`config.mk`:
```
export PLATFORM = sky130hd
export DESIGN_NAME = radix_digit_emitter
export DESIGN_NICKNAME = d
export VERILOG_FILES = /design/src/rde_pkg.sv /design/src/radix_digit_emitter.sv /design/src/rde_ram.sv /design/src/rde_front.sv /design/src/rde_back.sv
export SDC_FILE = /design/constraint.sdc
export NUM_CORES = 1
export LEC_CHECK = 0
export BUFFER_PORTS_ARGS = -buffer_cell sky130_fd_sc_hd__buf_2
export CORE_ASPECT_RATIO = 0.8
export CORE_MARGIN = 3
export CORE_UTILIZATION = 60
export DETAILED_ROUTE_END_ITERATION = 7
export GPL_ROUTABILITY_DRIVEN = 0
export PLACE_DENSITY = 0.78
export SLEW_MARGIN = 20
export SYNTH_ARGS = -nofsm -noshare
export SYNTH_HDL_FRONTEND = slang
export SYNTH_SLANG_ARGS = --single-unit
```
`constraint.sdc`:
```
create_clock -name clk -period 25.8 [get_ports clk]
set_input_delay 2.58 -clock clk [delete_from_list [all_inputs] [get_ports clk]]
set_output_delay 2.58 -clock clk [all_outputs]
set_load 0.01 [all_outputs]
```
`src/rde_pkg.sv`:
```
// Shared types, constants and helper functions for the radix digit emitter.
package rde_pkg;

  // Input bits consumed by the remainder unit in one clock cycle.
  localparam int CHUNK = 8;

  // Digit counts fit in this width for value widths up to 64 bits.
  localparam int CNT_W = 7;

  // Widths of one digit (remainder) and of one output character.
  localparam int DIGIT_W = 4;
  localparam int CHAR_W = 7;
  localparam int RADIX_W = 5;

  // Legal radix range and the radix after reset.
  localparam logic [RADIX_W-1:0] RADIX_MIN = 5'd2;
  localparam logic [RADIX_W-1:0] RADIX_MAX = 5'd16;
  localparam logic [RADIX_W-1:0] RADIX_RESET = 5'd10;

  // ASCII codes for the digits 0-9 and a-f.
  localparam logic [CHAR_W-1:0] DIGIT_CHARS [16] = '{
    7'd48, 7'd49, 7'd50, 7'd51, 7'd52, 7'd53, 7'd54, 7'd55,
    7'd56, 7'd57, 7'd97, 7'd98, 7'd99, 7'd100, 7'd101, 7'd102
  };

  // Hand-off of one finished digit string from the front to the back.
  typedef struct packed {
    logic             push;
    logic             bank;
    logic [CNT_W-1:0] count;
  } push_t;

  // Release of one digit buffer bank by the back.
  typedef struct packed {
    logic pop;
    logic bank;
  } pop_t;

  // Map a remainder to its lower-case ASCII digit.
  function automatic logic [CHAR_W-1:0] digit_char_of(input logic [DIGIT_W-1:0] d);
    return DIGIT_CHARS[d];
  endfunction

  // Saturate the radix register into the legal range.
  function automatic logic [RADIX_W-1:0] eff_radix(input logic [RADIX_W-1:0] r);
    logic [RADIX_W-1:0] res;
    res = r;
    if (r < RADIX_MIN) begin
      res = RADIX_MIN;
    end else if (r > RADIX_MAX) begin
      res = RADIX_MAX;
    end
    return res;
  endfunction

endpackage

```
`src/radix_digit_emitter.sv`:
```
// Top level of the radix digit emitter: radix register, bank queue and the two engines.
//
// Converts an unsigned value to its lower-case digit string in a radix from 2 to 16
// (register writes outside that range saturate) and delivers the digits most
// significant first, one per strobe, with last set on the least significant digit.
// Zero gives the single digit '0'. The receiver cannot stall: every strobe is a
// transfer. The front end's remainder unit consumes 8 bits of the value per cycle,
// so each digit takes a full pass over the value, and busy stays high until the
// last digit of a value is written. Finished strings wait in one of two digit
// buffer banks; the back end reads them out at one digit per cycle once it has
// loaded the digit index, while the front end converts the next value. busy also
// stays high while both banks hold strings not yet emitted. No clearing pass
// follows reset.
module radix_digit_emitter #(
  parameter int VALUE_WIDTH = 32
) (
  input  logic                        clk,
  input  logic                        rst,
  input  logic                        start,
  output logic                        busy,
  input  logic [VALUE_WIDTH-1:0]      value,
  input  logic                        radix_we,
  input  logic [rde_pkg::RADIX_W-1:0] radix_data,
  output logic [rde_pkg::CHAR_W-1:0]  digit_char,
  output logic                        last,
  output logic                        digit_strobe
);
  import rde_pkg::*;

  localparam int IDX_W = $clog2(VALUE_WIDTH);
  localparam int ADDR_W = IDX_W + 1;
  localparam int DEPTH = 2 ** ADDR_W;

  logic [RADIX_W-1:0] radix_q;
  logic [1:0]         bank_full;
  logic [CNT_W-1:0]   bank_count [2];

  logic               start_accept;
  logic               front_active;
  logic               wr_en;
  logic [ADDR_W-1:0]  wr_addr;
  logic [DIGIT_W-1:0] wr_data;
  logic               rd_en;
  logic [ADDR_W-1:0]  rd_addr;
  logic [DIGIT_W-1:0] rd_data;
  push_t              push;
  pop_t               pop;

  // A new value is taken when the front end is idle and its next bank is free.
  assign busy = front_active || bank_full[push.bank];
  assign start_accept = start && !busy;

  // Radix register and bank occupancy.
  always_ff @(posedge clk) begin
    if (rst) begin
      radix_q <= RADIX_RESET;
      bank_full <= '0;
    end else begin
      if (radix_we) begin
        radix_q <= radix_data;
      end
      if (push.push) begin
        bank_full[push.bank] <= 1'b1;
      end
      if (pop.pop) begin
        bank_full[pop.bank] <= 1'b0;
      end
    end
  end

  // Digit count of each filled bank.
  always_ff @(posedge clk) begin
    if (push.push) begin
      bank_count[push.bank] <= push.count;
    end
  end

  rde_front #(
    .VALUE_WIDTH(VALUE_WIDTH)
  ) u_front (
    .clk          (clk),
    .rst          (rst),
    .start_accept (start_accept),
    .value        (value),
    .radix_eff    (eff_radix(radix_q)),
    .active       (front_active),
    .wr_en        (wr_en),
    .wr_addr      (wr_addr),
    .wr_data      (wr_data),
    .push         (push)
  );

  rde_ram #(
    .WIDTH (DIGIT_W),
    .DEPTH (DEPTH)
  ) u_ram (
    .clk   (clk),
    .we    (wr_en),
    .waddr (wr_addr),
    .wdata (wr_data),
    .re    (rd_en),
    .raddr (rd_addr),
    .rdata (rd_data)
  );

  rde_back #(
    .VALUE_WIDTH(VALUE_WIDTH)
  ) u_back (
    .clk        (clk),
    .rst        (rst),
    .bank_full  (bank_full),
    .bank_count (bank_count),
    .rd_en      (rd_en),
    .rd_addr    (rd_addr),
    .rd_data    (rd_data),
    .pop        (pop),
    .digit_char (digit_char),
    .last       (last),
    .strobe     (digit_strobe)
  );

`ifndef NO_ASSERTIONS
  // The front end never hands over a bank that still holds a string.
  a_push_free: assert property (@(posedge clk) disable iff (rst)
    push.push |-> !bank_full[push.bank])
    else $error("digit string pushed into an occupied bank");

  // The back end only releases a bank that holds a string.
  a_pop_full: assert property (@(posedge clk) disable iff (rst)
    pop.pop |-> bank_full[pop.bank])
    else $error("release of an empty digit bank");

  // With both banks occupied no new value may be taken.
  a_full_busy: assert property (@(posedge clk) disable iff (rst)
    (bank_full == 2'b11) |-> busy)
    else $error("value accepted while both digit banks are occupied");

  // The digit that ends a string is followed by an idle cycle.
  a_last_gap: assert property (@(posedge clk) disable iff (rst)
    (digit_strobe && last) |=> !digit_strobe)
    else $error("result transfer directly after the last digit");
`endif

endmodule

```
`src/rde_ram.sv`:
```
// Generic simple dual-port RAM with one write port and a registered read port.
module rde_ram #(
  parameter int WIDTH = 4,
  parameter int DEPTH = 128
) (
  input  logic                     clk,
  input  logic                     we,
  input  logic [$clog2(DEPTH)-1:0] waddr,
  input  logic [WIDTH-1:0]         wdata,
  input  logic                     re,
  input  logic [$clog2(DEPTH)-1:0] raddr,
  output logic [WIDTH-1:0]         rdata
);

  logic [WIDTH-1:0] mem [DEPTH];

  // Write port.
  always_ff @(posedge clk) begin
    if (we) begin
      mem[waddr] <= wdata;
    end
  end

  // Registered read port; the data holds while no read is issued.
  always_ff @(posedge clk) begin
    if (re) begin
      rdata <= mem[raddr];
    end
  end

endmodule

```
`src/rde_front.sv`:
```
// Front end: accepts a value and divides it down by the radix, storing each digit.
module rde_front #(
  parameter int VALUE_WIDTH = 32
) (
  input  logic                              clk,
  input  logic                              rst,
  input  logic                              start_accept,
  input  logic [VALUE_WIDTH-1:0]            value,
  input  logic [rde_pkg::RADIX_W-1:0]       radix_eff,
  output logic                              active,
  output logic                              wr_en,
  output logic [$clog2(VALUE_WIDTH):0]      wr_addr,
  output logic [rde_pkg::DIGIT_W-1:0]       wr_data,
  output rde_pkg::push_t                    push
);
  import rde_pkg::*;

  localparam int NCHUNK = (VALUE_WIDTH + CHUNK - 1) / CHUNK;
  localparam int PAD_W = NCHUNK * CHUNK;
  localparam int CHK_W = (NCHUNK > 1) ? $clog2(NCHUNK) : 1;
  localparam int IDX_W = $clog2(VALUE_WIDTH);
  localparam logic [CHK_W-1:0] LAST_CHUNK = CHK_W'(NCHUNK - 1);

  logic [PAD_W-1:0]   quo;
  logic [DIGIT_W-1:0] rem;
  logic [RADIX_W-1:0] rad;
  logic [CHK_W-1:0]   chunk;
  logic [IDX_W-1:0]   ndig;
  logic               nz;
  logic               wr_bank;

  logic [DIGIT_W-1:0] rem_next;
  logic [CHUNK-1:0]   qbits;
  logic [RADIX_W-1:0] trial;
  logic               digit_done;
  logic               quo_nonzero;

  // Remainder unit: eight restoring division steps per cycle, top bits first.
  always_comb begin
    rem_next = rem;
    qbits = '0;
    trial = '0;
    for (int i = 0; i < CHUNK; i++) begin
      trial = {rem_next, quo[PAD_W-1-i]};
      if (trial >= rad) begin
        trial = trial - rad;
        qbits[CHUNK-1-i] = 1'b1;
      end
      rem_next = trial[DIGIT_W-1:0];
    end
  end

  assign digit_done = active && (chunk == LAST_CHUNK);
  assign quo_nonzero = nz || (|qbits);

  // The finished remainder is written into the current bank at the digit index.
  assign wr_en = digit_done;
  assign wr_addr = {wr_bank, ndig};
  assign wr_data = rem_next;

  // A zero quotient ends the string and hands the bank to the back end.
  always_comb begin
    push.push = digit_done && !quo_nonzero;
    push.bank = wr_bank;
    push.count = CNT_W'(ndig) + CNT_W'(1);
  end

  // Control state.
  always_ff @(posedge clk) begin
    if (rst) begin
      active <= 1'b0;
      wr_bank <= 1'b0;
    end else if (start_accept) begin
      active <= 1'b1;
    end else if (digit_done && !quo_nonzero) begin
      active <= 1'b0;
      wr_bank <= ~wr_bank;
    end
  end

  // Quotient, remainder and counters.
  always_ff @(posedge clk) begin
    if (start_accept) begin
      quo <= PAD_W'(value);
      rem <= '0;
      rad <= radix_eff;
      chunk <= '0;
      ndig <= '0;
      nz <= 1'b0;
    end else if (active) begin
      quo <= (quo << CHUNK) | PAD_W'(qbits);
      if (digit_done) begin
        rem <= '0;
        chunk <= '0;
        nz <= 1'b0;
        ndig <= ndig + IDX_W'(1);
      end else begin
        rem <= rem_next;
        chunk <= chunk + CHK_W'(1);
        nz <= quo_nonzero;
      end
    end
  end

endmodule

```
`src/rde_back.sv`:
```
// Back end: reads a finished digit string out most significant digit first.
module rde_back #(
  parameter int VALUE_WIDTH = 32
) (
  input  logic                              clk,
  input  logic                              rst,
  input  logic [1:0]                        bank_full,
  input  logic [rde_pkg::CNT_W-1:0]         bank_count [2],
  output logic                              rd_en,
  output logic [$clog2(VALUE_WIDTH):0]      rd_addr,
  input  logic [rde_pkg::DIGIT_W-1:0]       rd_data,
  output rde_pkg::pop_t                     pop,
  output logic [rde_pkg::CHAR_W-1:0]        digit_char,
  output logic                              last,
  output logic                              strobe
);
  import rde_pkg::*;

  localparam int IDX_W = $clog2(VALUE_WIDTH);

  logic             emitting;
  logic             rd_bank;
  logic [IDX_W-1:0] idx;
  logic [CNT_W-1:0] cnt_m1;

  assign cnt_m1 = bank_count[rd_bank] - CNT_W'(1);

  // One read per cycle while a string is being emitted.
  assign rd_en = emitting;
  assign rd_addr = {rd_bank, idx};

  // The bank is released when its final digit has been read.
  always_comb begin
    pop.pop = emitting && (idx == '0);
    pop.bank = rd_bank;
  end

  // Read sequencer and result strobe.
  always_ff @(posedge clk) begin
    if (rst) begin
      emitting <= 1'b0;
      rd_bank <= 1'b0;
      strobe <= 1'b0;
    end else begin
      strobe <= emitting;
      if (emitting) begin
        if (idx == '0) begin
          emitting <= 1'b0;
          rd_bank <= ~rd_bank;
        end
      end else if (bank_full[rd_bank]) begin
        emitting <= 1'b1;
      end
    end
  end

  // Digit index counts down from the most significant digit.
  always_ff @(posedge clk) begin
    if (emitting) begin
      idx <= idx - IDX_W'(1);
      last <= (idx == '0);
    end else begin
      idx <= cnt_m1[IDX_W-1:0];
    end
  end

  // The character follows the registered RAM output.
  assign digit_char = digit_char_of(rd_data);

`ifndef NO_ASSERTIONS
  // Every strobe follows a read issued in the cycle before.
  a_strobe_after_read: assert property (@(posedge clk) disable iff (rst)
    strobe |-> $past(rd_en))
    else $error("result strobe without a preceding digit read");
`endif

endmodule

```
### Yosys cells after proc, flatten, opt, wreduce, memory -nomap -nowiden

Memory sizes are Yosys's and may differ from the RTL's. A register that Yosys moved wholly into a read port is not among the register bits.
Index checks and enable logic that the tools add are counted.
Widths: inputs -> output; s select.

| operators by class | value |
|---|---|
| $add $sub $neg | 13 |
| bitwise gates (word level) | 10 |
| equal/unequal tests | 1 |
| reduce and logical (&&, ||, !) cells | 19 |
| mux-type cells | 49 |
| order comparisons | 18 |

Operators by type and width:

| operator | count |
|---|---|
| $mux 32 | 2 |
| $ge 5x5->1 | 8 |
| $mux 4 | 9 |
| $or 32x8->32 | 1 |
| $sub 4x4->4 | 8 |
| $mux 5 | 5 |
| $mux 1 | 22 |
| $mux 7 | 3 |
| $bwmux 14 | 1 |
| $sub 5x1->5 const B | 2 |
| $mux 2 | 4 |
| $reduce_or 8->1 | 1 |
| $demux 7 s1 | 1 |
| $logic_and 1x1->1 | 7 |
| $add 5x1->6 const B | 1 |
| $reduce_and 2->1 | 3 |
| $add 5x1->5 const B | 1 |
| $ge 5x5->1 const B | 1 |
| $gt 5x5->1 const B | 1 |
| $logic_not 5->1 | 1 |
| $lt 5x2->1 const B | 1 |
| $not 4->5 | 1 |
| $ge 2x2->1 const B | 2 |
| $lt 1x2->1 const B | 2 |
| 14 further kinds | 22 |

| storage, ports and cells | value |
|---|---|
| output and inout port bits | 10 |
| ROM bits | 112 |
| memory bits (writable) | 256 |
| flip-flop bits (word level) | 81 |
| memories | 2 |

Memories:

| name | depth | bits a word | read ports | clocked after memory_dff | wr ports | RTL line | source |
|---|---|---|---|---|---|---|---|
| u_ram.mem | 64 | 4 | 1 | 1 | 1 | rde_ram.sv:15 | `logic [WIDTH-1:0] mem [DEPTH];` |
| (no name shown) | 16 | 7 | 1 | 0 | 0 | rde_pkg.sv:41 | `return DIGIT_CHARS[d];` |

### Depth between registers and ports, before layout

Gate-level depths: netlist of the first run.

| depth | value |
|---|---|
| depth after elaboration | 24 |
| gate-level depth with buffers | 54 |
| depth with buffers taken out | 52 |

### Modules after synthesis

From an unflattened synthesis of the first run, not the netlist that was laid out.

| second synthesis, totals | value |
|---|---|
| cell total of the unflattened synthesis | 999 |
| area, all modules | 15728.8 um^2 |

By module, submodules not included:

| module | seq. area each (um^2) | cells an instance | times used | area an instance (um^2) |
|---|---|---|---|---|
| rde_ram | 7807.5 | 521 | 1 | 10447.5 |
| rde_front | 1391.3 | 370 | 1 | 3965.1 |
| radix_digit_emitter | 560.5 | 50 | 1 | 763.2 |
| rde_back | 190.2 | 58 | 1 | 553.0 |

### Least setup slack after synthesis of the first run

OpenSTA, ideal clock, no wires.

| timing path | value |
|---|---|
| kind | register -> register |
| from | reg u_front.rad[1] |
| to | mem u_ram.mem[0][3], data pin |
| clock period less this slack | 13604 ps |
| slack | 12196 ps |
| arrival time | 12902 ps |
| path buffers | 2 |
| stages on the path, launching flop included | 50 |
| cells stage by stage | edfxtp_1 -> inv_1 -> ha_1 -> nand4_1 -> nand2_1 -> o22ai_1 -> mux2_2 -> inv_1 -> ha_1 -> nor2b_1 -> o31a_1 -> o22ai_2 -> mux2i_1 -> ha_1 -> o21a_1 -> o31a_1 -> o22ai_1 -> clkbuf_1 -> [... 14 more ...] -> ha_1 -> a21o_1 -> a31oi_1 -> o21ai_1 -> mux2i_1 -> ha_1 -> nor2b_1 -> o31a_1 -> o22ai_1 -> nand2_1 -> o211ai_1 -> inv_1 -> ha_1 -> o21a_1 -> o31a_1 -> o22a_1 -> clkbuf_1 -> o21ai_0 |

| between the ends | value |
|---|---|
| longest elaborated chain between the ends | 16 |
| elaborated cells between the ends (all ways) | 24 |
| classes of those cells | add/sub (8); order compare (8); mux (8) |

RTL lines:

| item | RTL line | source |
|---|---|---|
| from (decl) | rde_front.sv:26 | `logic [RADIX_W-1:0] rad;` |
| from (signal assigned) | rde_front.sv:86 | `rad <= radix_eff;` |
| $sub 4x4->4 or $ge 5x5->1 (tied branches) | rde_front.sv:46, rde_front.sv:45 |  |
| $mux 4 | rde_front.sv:45 | `if (trial >= rad) begin` |
| $sub 4x4->4 or $ge 5x5->1 (tied branches) | rde_front.sv:46, rde_front.sv:45 |  |
| $mux 4 | rde_front.sv:45 |  |
| $sub 4x4->4 or $ge 5x5->1 (tied branches) | rde_front.sv:46, rde_front.sv:45 |  |
| $mux 4 | rde_front.sv:45 |  |
| $ge 5x5->1 or $sub 4x4->4 (tied branches) | rde_front.sv:45, rde_front.sv:46 |  |
| $mux 4 | rde_front.sv:45 |  |
| $sub 4x4->4 or $ge 5x5->1 (tied branches) | rde_front.sv:46, rde_front.sv:45 |  |
| $mux 4 | rde_front.sv:45 |  |
| $sub 4x4->4 or $ge 5x5->1 (tied branches) | rde_front.sv:46, rde_front.sv:45 |  |
| $mux 4 | rde_front.sv:45 |  |
| $ge 5x5->1 or $sub 4x4->4 (tied branches) | rde_front.sv:45, rde_front.sv:46 |  |
| $mux 4 | rde_front.sv:45 |  |
| $sub 4x4->4 or $ge 5x5->1 (tied branches) | rde_front.sv:46, rde_front.sv:45 |  |
| $mux 4 (*) | rde_front.sv:45 |  |
| net u_front.trial[3] | rde_front.sv:34 | `logic [RADIX_W-1:0] trial;` |
| to (decl) | rde_ram.sv:15 |  |

Mark *: on every way through the listed nets, which the timed path passes. The rest lies on a longest branch.

### Worst setup path after layout of the first run

| timing path | value |
|---|---|
| from | reg u_front.rad[1] |
| to | mem u_ram.mem[53][1], data pin |

Same word-level chain as after synthesis.

==> results of run 1 <==
layer usage:
metal / track usage [%] / part of all wire (%) / vias up / wire length, µm
met5: 0 / 0 / - / 0
met4: 5.74 / 2.1 / 0 / 669
met3: 5.01 / 8.9 / 61 / 2850
met2: 34.6 / 44 / 379 / 14100
met1: 38.7 / 45 / 4324 / 14300
li1: - / - / 3922 / -
through the flow:
step	hold slack (ps)	cells	instance area, µm²
final	500	1400	16800
after global routing	517	1400	16800
after CTS	500	1399	16800
after detailed placement	497	1338	15700
after global placement	480	1338	15700
after floorplan	440	1005	15200
flip-flops by register name (all words and copies together) (netlist names), 2 cells and up:
name	count
u_front.chunk	2
u_ram.rdata	4
u_front.rad	5
u_ram.mem	256
radix_q	5
u_front.ndig	5
bank_count	10
u_back.idx	5
bank_full	2
u_front.quo	32
u_front.rem	4
cell usage in the layout (no fill, tap or decap), types with 4 or more instances in the layout:
cell type  instances
a21o_1             6
nand4_1            7
o211ai_1           4
o22ai_1            4
mux2_2             8
nor2b_1           17
nand3b_1           4
a21oi_1           20
ha_1              45
o31a_1             4
xnor2_1           11
clkinv_1           6
buf_4             10
edfxtp_1         308
clkbuf_16         35
a22o_1             4
nand2_1          120
mux4_2            71
nand2b_1           7
clkinv_2           5
o21a_1             8
a22oi_1            4
nor2_1           111
o31ai_1            5
nor3_1             7
fa_1               8
inv_1             36
or3_1              4
buf_2             49
xor2_1            11
mux4_1             6
mux2i_1           21
nand3_1           10
clkbuf_1           7
a211oi_1           6
dfxtp_1           27
o21ai_0           19
layout make-up:
class / count / area (µm²)
Clock buffer: 43 / 916
Clock inverter: 18 / 170
Fill cell: 1613 / 7790
Inverter: 37 / 139
Multi-Input combinational cell: 587 / 5040
Sequential cell: 337 / 9830
Tap cell: 318 / 398
Timing Repair Buffer: 60 / 348
cell usage after synthesis, drive strengths merged, types with 9 or more instances:
master  count
a21oi      21
buf        18
clkbuf     26
dfxtp      29
edfxtp    308
ha         45
inv        37
mux2        9
mux2i      22
mux4       77
nand2     120
nand3      10
nor2      111
nor2b      17
o21ai      22
xnor2      11
xor2       11
cell families (layout without fill, tap and decap cells):
logic type,count (synthesis),count (layout),synth area share (%)
flip-flops,337,337,64.6
multiplexers,108,108,13.7
XOR/XNOR,22,22,1.27
AO/OA/AOI/OAI,105,105,4.67
buffers and inverters,81,158,2.47
adder cells (fa/ha/maj),53,53,4.75
other,1,1,0.0247
AND/OR/NAND/NOR,298,298,8.52
worst min-delay path, delay by kind of cell, from the launching register on:
family / cells / cell delay [ps]
flops: 1 / 310
simple gates: 2 / 90
worst min path at each step:
stage                       to  depth (start not counted)             from
2_1_floorplan   u_front.rem[3]                          2   u_front.rem[3]
3_3_place_gp        radix_q[0]                          2       radix_q[0]
3_5_place_dp   u_front.quo[20]                          2  u_front.quo[12]
4_1_cts        u_front.quo[20]                          2  u_front.quo[12]
5_1_grt        u_front.quo[20]                          2  u_front.quo[12]
6_report       u_front.quo[20]                          2  u_front.quo[12]
==> flow_summary.yaml, run 1 <==
clock_tree:
  numCtsBuffers: 34
  root_buffer: "clkbuf_16"
  clk_latency_ps: 520
  cts_setup_buffers: 0
  cts_tree: "built"
  cts.sinks: 337
  cts_buffer_depth: 3
  ctsHoldBuffers: 0
  h-tree-depth: 2
  ctsResizeCount: 0
  path_clk_slew_ps: 60
critical_path:
  worst_path_dominant_cell_family: "compound AO/OA/AOI/OAI gates"
  cp-start-kind: "register"
  worstReg2RegEnd: "u_ram.mem[53][1]"
  crit_start: "u_front.rad[1]"
  worst-path-stages: 48
  slowest_delay_ps: 720
  criticalPathCategory: "register to register"
  reg2reg_depth: 48
  cpMaxStageDelayCell: "mux2i_4"
  required_ps: 26060
  timing.rr.start: "u_front.rad[1]"
  r2r_setup_slack_ps: 11580
  path_buf_inv: 6
  crit_path_max_fanout: 44
  endpoint_kind: "register"
  crit_top_cell: "ha_1"
  worst_ep_arrival_time_ps: 14480
  cp-endpoint: "u_ram.mem[53][1]"
place:
  hpwl_mm: 20.0
  io_buffers: 49
  dp_worst_setup_slack_ps: 11840
routing:
  drtAntennaViolNets: 0
  drc: 0
  first_iter_violations: 917
  vias_per_cell: 6.20
  dr.pass1.iters: 5
  vias: 8686
  wl_mm: 31.9
  wl_per_cell_um: 22.8
sta:
  finalCritPeriodShare_pct: 55.1
  skew_ps: 28.2
  grt_setup_unrepaired: "no"
  tns_ps: 0
  fin_crit_ps: 14220
  tightest_slew_ps: 988
  slew_headroom_pct: 34.0
  clock.fmax_ghz: 0.0703
  hold_viol_final: 0
  setup_violations: 0
  slew_viol_final: 0
  finalWorstSetupSlack_ps: 11580
flow_run:
  drv_cap: 0
status:
  status: "completed"
floorplanning:
  die-area_um2: 27300
  num_io_pins: 51
  die_w_um: 184
  core-area_um2: 24600
  rows: 51
  die_h_um: 148
  start_util_pct: 61.7
finish:
  nets: 1151
  drive_gt1_share_pct: 18.5
  diodes: 0
  area_growth_pct: 10.8
  fin_util_pct: 68.4
logic_synthesis:
  async_flop_share_pct: 0
  synthTopCellsByArea: "edfxtp_1, mux4_2, dfxtp_1"
  avgSynthCellArea_um2: 15.1
  ys_ff_latch: 337
  yosysSeqAreaShare_pct: 64.6
  synth-edff-count: 308
  ys_warn_count: 0
  netlist_area_um2: 15200
  synthFlopType: "edfxtp_1"
  yosysTopAreaCell: "edfxtp_1"
  yosysUniqueCellTypes: 59
  yosysTopAreaCellShare_pct: 60.8
  syn-num-nets: 1099
  syn_inst: 1005
global_routing:
  antenna_found_initial: 0
  grt_first_pass_wirelength_mm: 50.3
  grt.overflow.total: 0
  grt_pass1_vias: 8697
  grt_max_degree: 66
  grtUsageTotal_pct: 24.1
worst_hold_path:
  hold_class: "register to register"
Power of run 1 is not shown: default switching activity piles up to over one toggle a cycle in this logic, so the estimate is an artifact.
==> inputs of run 2 (changes only) <==
==> constraint.sdc (replaced) <==
create_clock -name clk -period 13.4 [get_ports clk]
set_input_delay 1.34 -clock clk [delete_from_list [all_inputs] [get_ports clk]]
set_output_delay 1.34 -clock clk [all_outputs]
set_load 0.01 [all_outputs]
==> run 2 against run 1 <==
Effect of this change: core utilization shrank 0.11 points; hold slack lost 11 ps; flip-flop and latch count is the same; fmax grew 12%; first-iteration DRC count shrank 3.4%; via count is essentially flat; critical path depth grew 2.
==> flow_summary.yaml, run 2 (same netlist as run 1, synthesis figures left out) <==
sta:
  slew_headroom_pct: 30.5
  fin_crit_ps: 12670
  clock.fmax_ghz: 0.0789
  tns_ps: 0
  hold_viol_final: 0
  setup_violations: 0
  slew_viol_final: 0
  skew_ps: 27.0
  grt_setup_unrepaired: "no"
  tightest_slew_ps: 1040
  finalCritPeriodShare_pct: 94.5
clock_tree:
  path_clk_slew_ps: 70
  numCtsBuffers: 31
  root_buffer: "clkbuf_16"
  clk_latency_ps: 570
  cts_buffer_depth: 3
  cts_tree: "built"
  h-tree-depth: 1
  cts.sinks: 337
global_routing:
  grt.overflow.total: 0
  antenna_found_initial: 0
  grt_max_degree: 67
  grt_pass1_vias: 8397
  grt_first_pass_wirelength_mm: 48.8
  grtUsageTotal_pct: 23.4
routing:
  first_iter_violations: 886
  wl_mm: 31.5
  drc: 0
  vias_per_cell: 6.17
  dr.pass1.iters: 5
  drtAntennaViolNets: 0
  vias: 8682
  wl_per_cell_um: 22.4
critical_path:
  crit_path_max_fanout: 65
  worst_ep_arrival_time_ps: 12920
  endpoint_kind: "register"
  cpMaxStageDelayCell: "buf_4"
  required_ps: 13660
  crit_top_cell: "ha_1"
  cp-start-kind: "register"
  slowest_delay_ps: 550
  criticalPathCategory: "register to register"
finish:
  largest_reg_flops: 256
  top_regs: "u_ram.mem: 256 flops, u_front.quo: 32 flops, bank_count: 10 flops"
  final_common_cell: "edfxtp_1"
  regMostFlops: "u_ram.mem"
  area_growth_pct: 10.6
  drive_gt1_share_pct: 19.0
  final_cell_mix: "edfxtp_1, nand2_1, nor2_1"
  nets: 1157
worst_hold_path:
  hold_class: "register to register"
place:
  hpwl_mm: 20.7
  io_buffers: 49
floorplanning:
  die-area_um2: 27300
  die_h_um: 148
  rows: 51
  start_util_pct: 61.7
  die_w_um: 184
  core-area_um2: 24600
  num_io_pins: 51
flow_run:
  drv_cap: 0
status:
  status: "completed"
==> run 2: cell count changes in the layout (fill, tap and decap cells not counted), moves of 2 or more <==
cell,change
buf_4,+8
clkbuf_1,-4
clkbuf_16,-4
clkinv_1,+6
clkinv_2,-2
==> run 2: repair_timing <==
action	4_1_cts	5_1_grt
endpoints found under the setup margin	0	235
endpoints found under the hold margin	0	0
hold buffers	0	0
resized for setup	0	4
setup buffers	0	5
==> run 2: metal layers <==
metal / GRT usage [%] / wire length, µm / vias up
li1: - / - / 3933
met2: 34.4 / 13900 / 377
met5: 0 / 0 / -
met4: 5.10 / 593 / 0
met1: 36.7 / 14100 / 4321
met3: 5.35 / 2940 / 51
==> run 2: worst paths after layout <==
check / start / end / slack [ps] / cells after the start
min reg2reg: u_front.rem[3] / u_front.rem[3] / 490 / 2
min: u_front.rem[3] / u_front.rem[3] / 490 / 2
max: u_front.rad[2] / u_ram.mem[19][2] / 730 / 50
max reg2reg: u_front.rad[2] / u_ram.mem[19][2] / 730 / 50
==> run 2: area by class of cell <==
type	instances	area, µm²
Multi-Input combinational cell	587	5050
Sequential cell	337	9830
Clock inverter	23	191
Clock buffer	34	787
Tap cell	318	398
Antenna cell	1	2.50
Fill cell	1622	7810
Inverter	37	139
Timing Repair Buffer	69	412
==> run 2: per-stage QoR <==
stage / hold WS [ps] / cell area, µm² / cells / setup WS [ps] / utilization (%)
after floorplan: 440 / 15200 / 1005 / 408 / -
after global placement: 473 / 15800 / 1343 / 1110 / 64.0
after CTS: 485 / 16700 / 1400 / 284 / 68.0
final: 489 / 16800 / 1406 / 733 / 68.3
after global routing: 518 / 16800 / 1405 / 4.74 / 68.3
after detailed placement: 471 / 15800 / 1343 / 373 / 64.0
==> run 2: worst max-delay path: cells and delay by family, from the launching register on <==
family	cells	cell delay (ps)
mux	4	1540
flops	1	360
simple gates	5	880
compound gates	26	5600
fa+ha+maj	8	2520
buf+inv	7	1400
Power of run 2 is left out for the same reason.
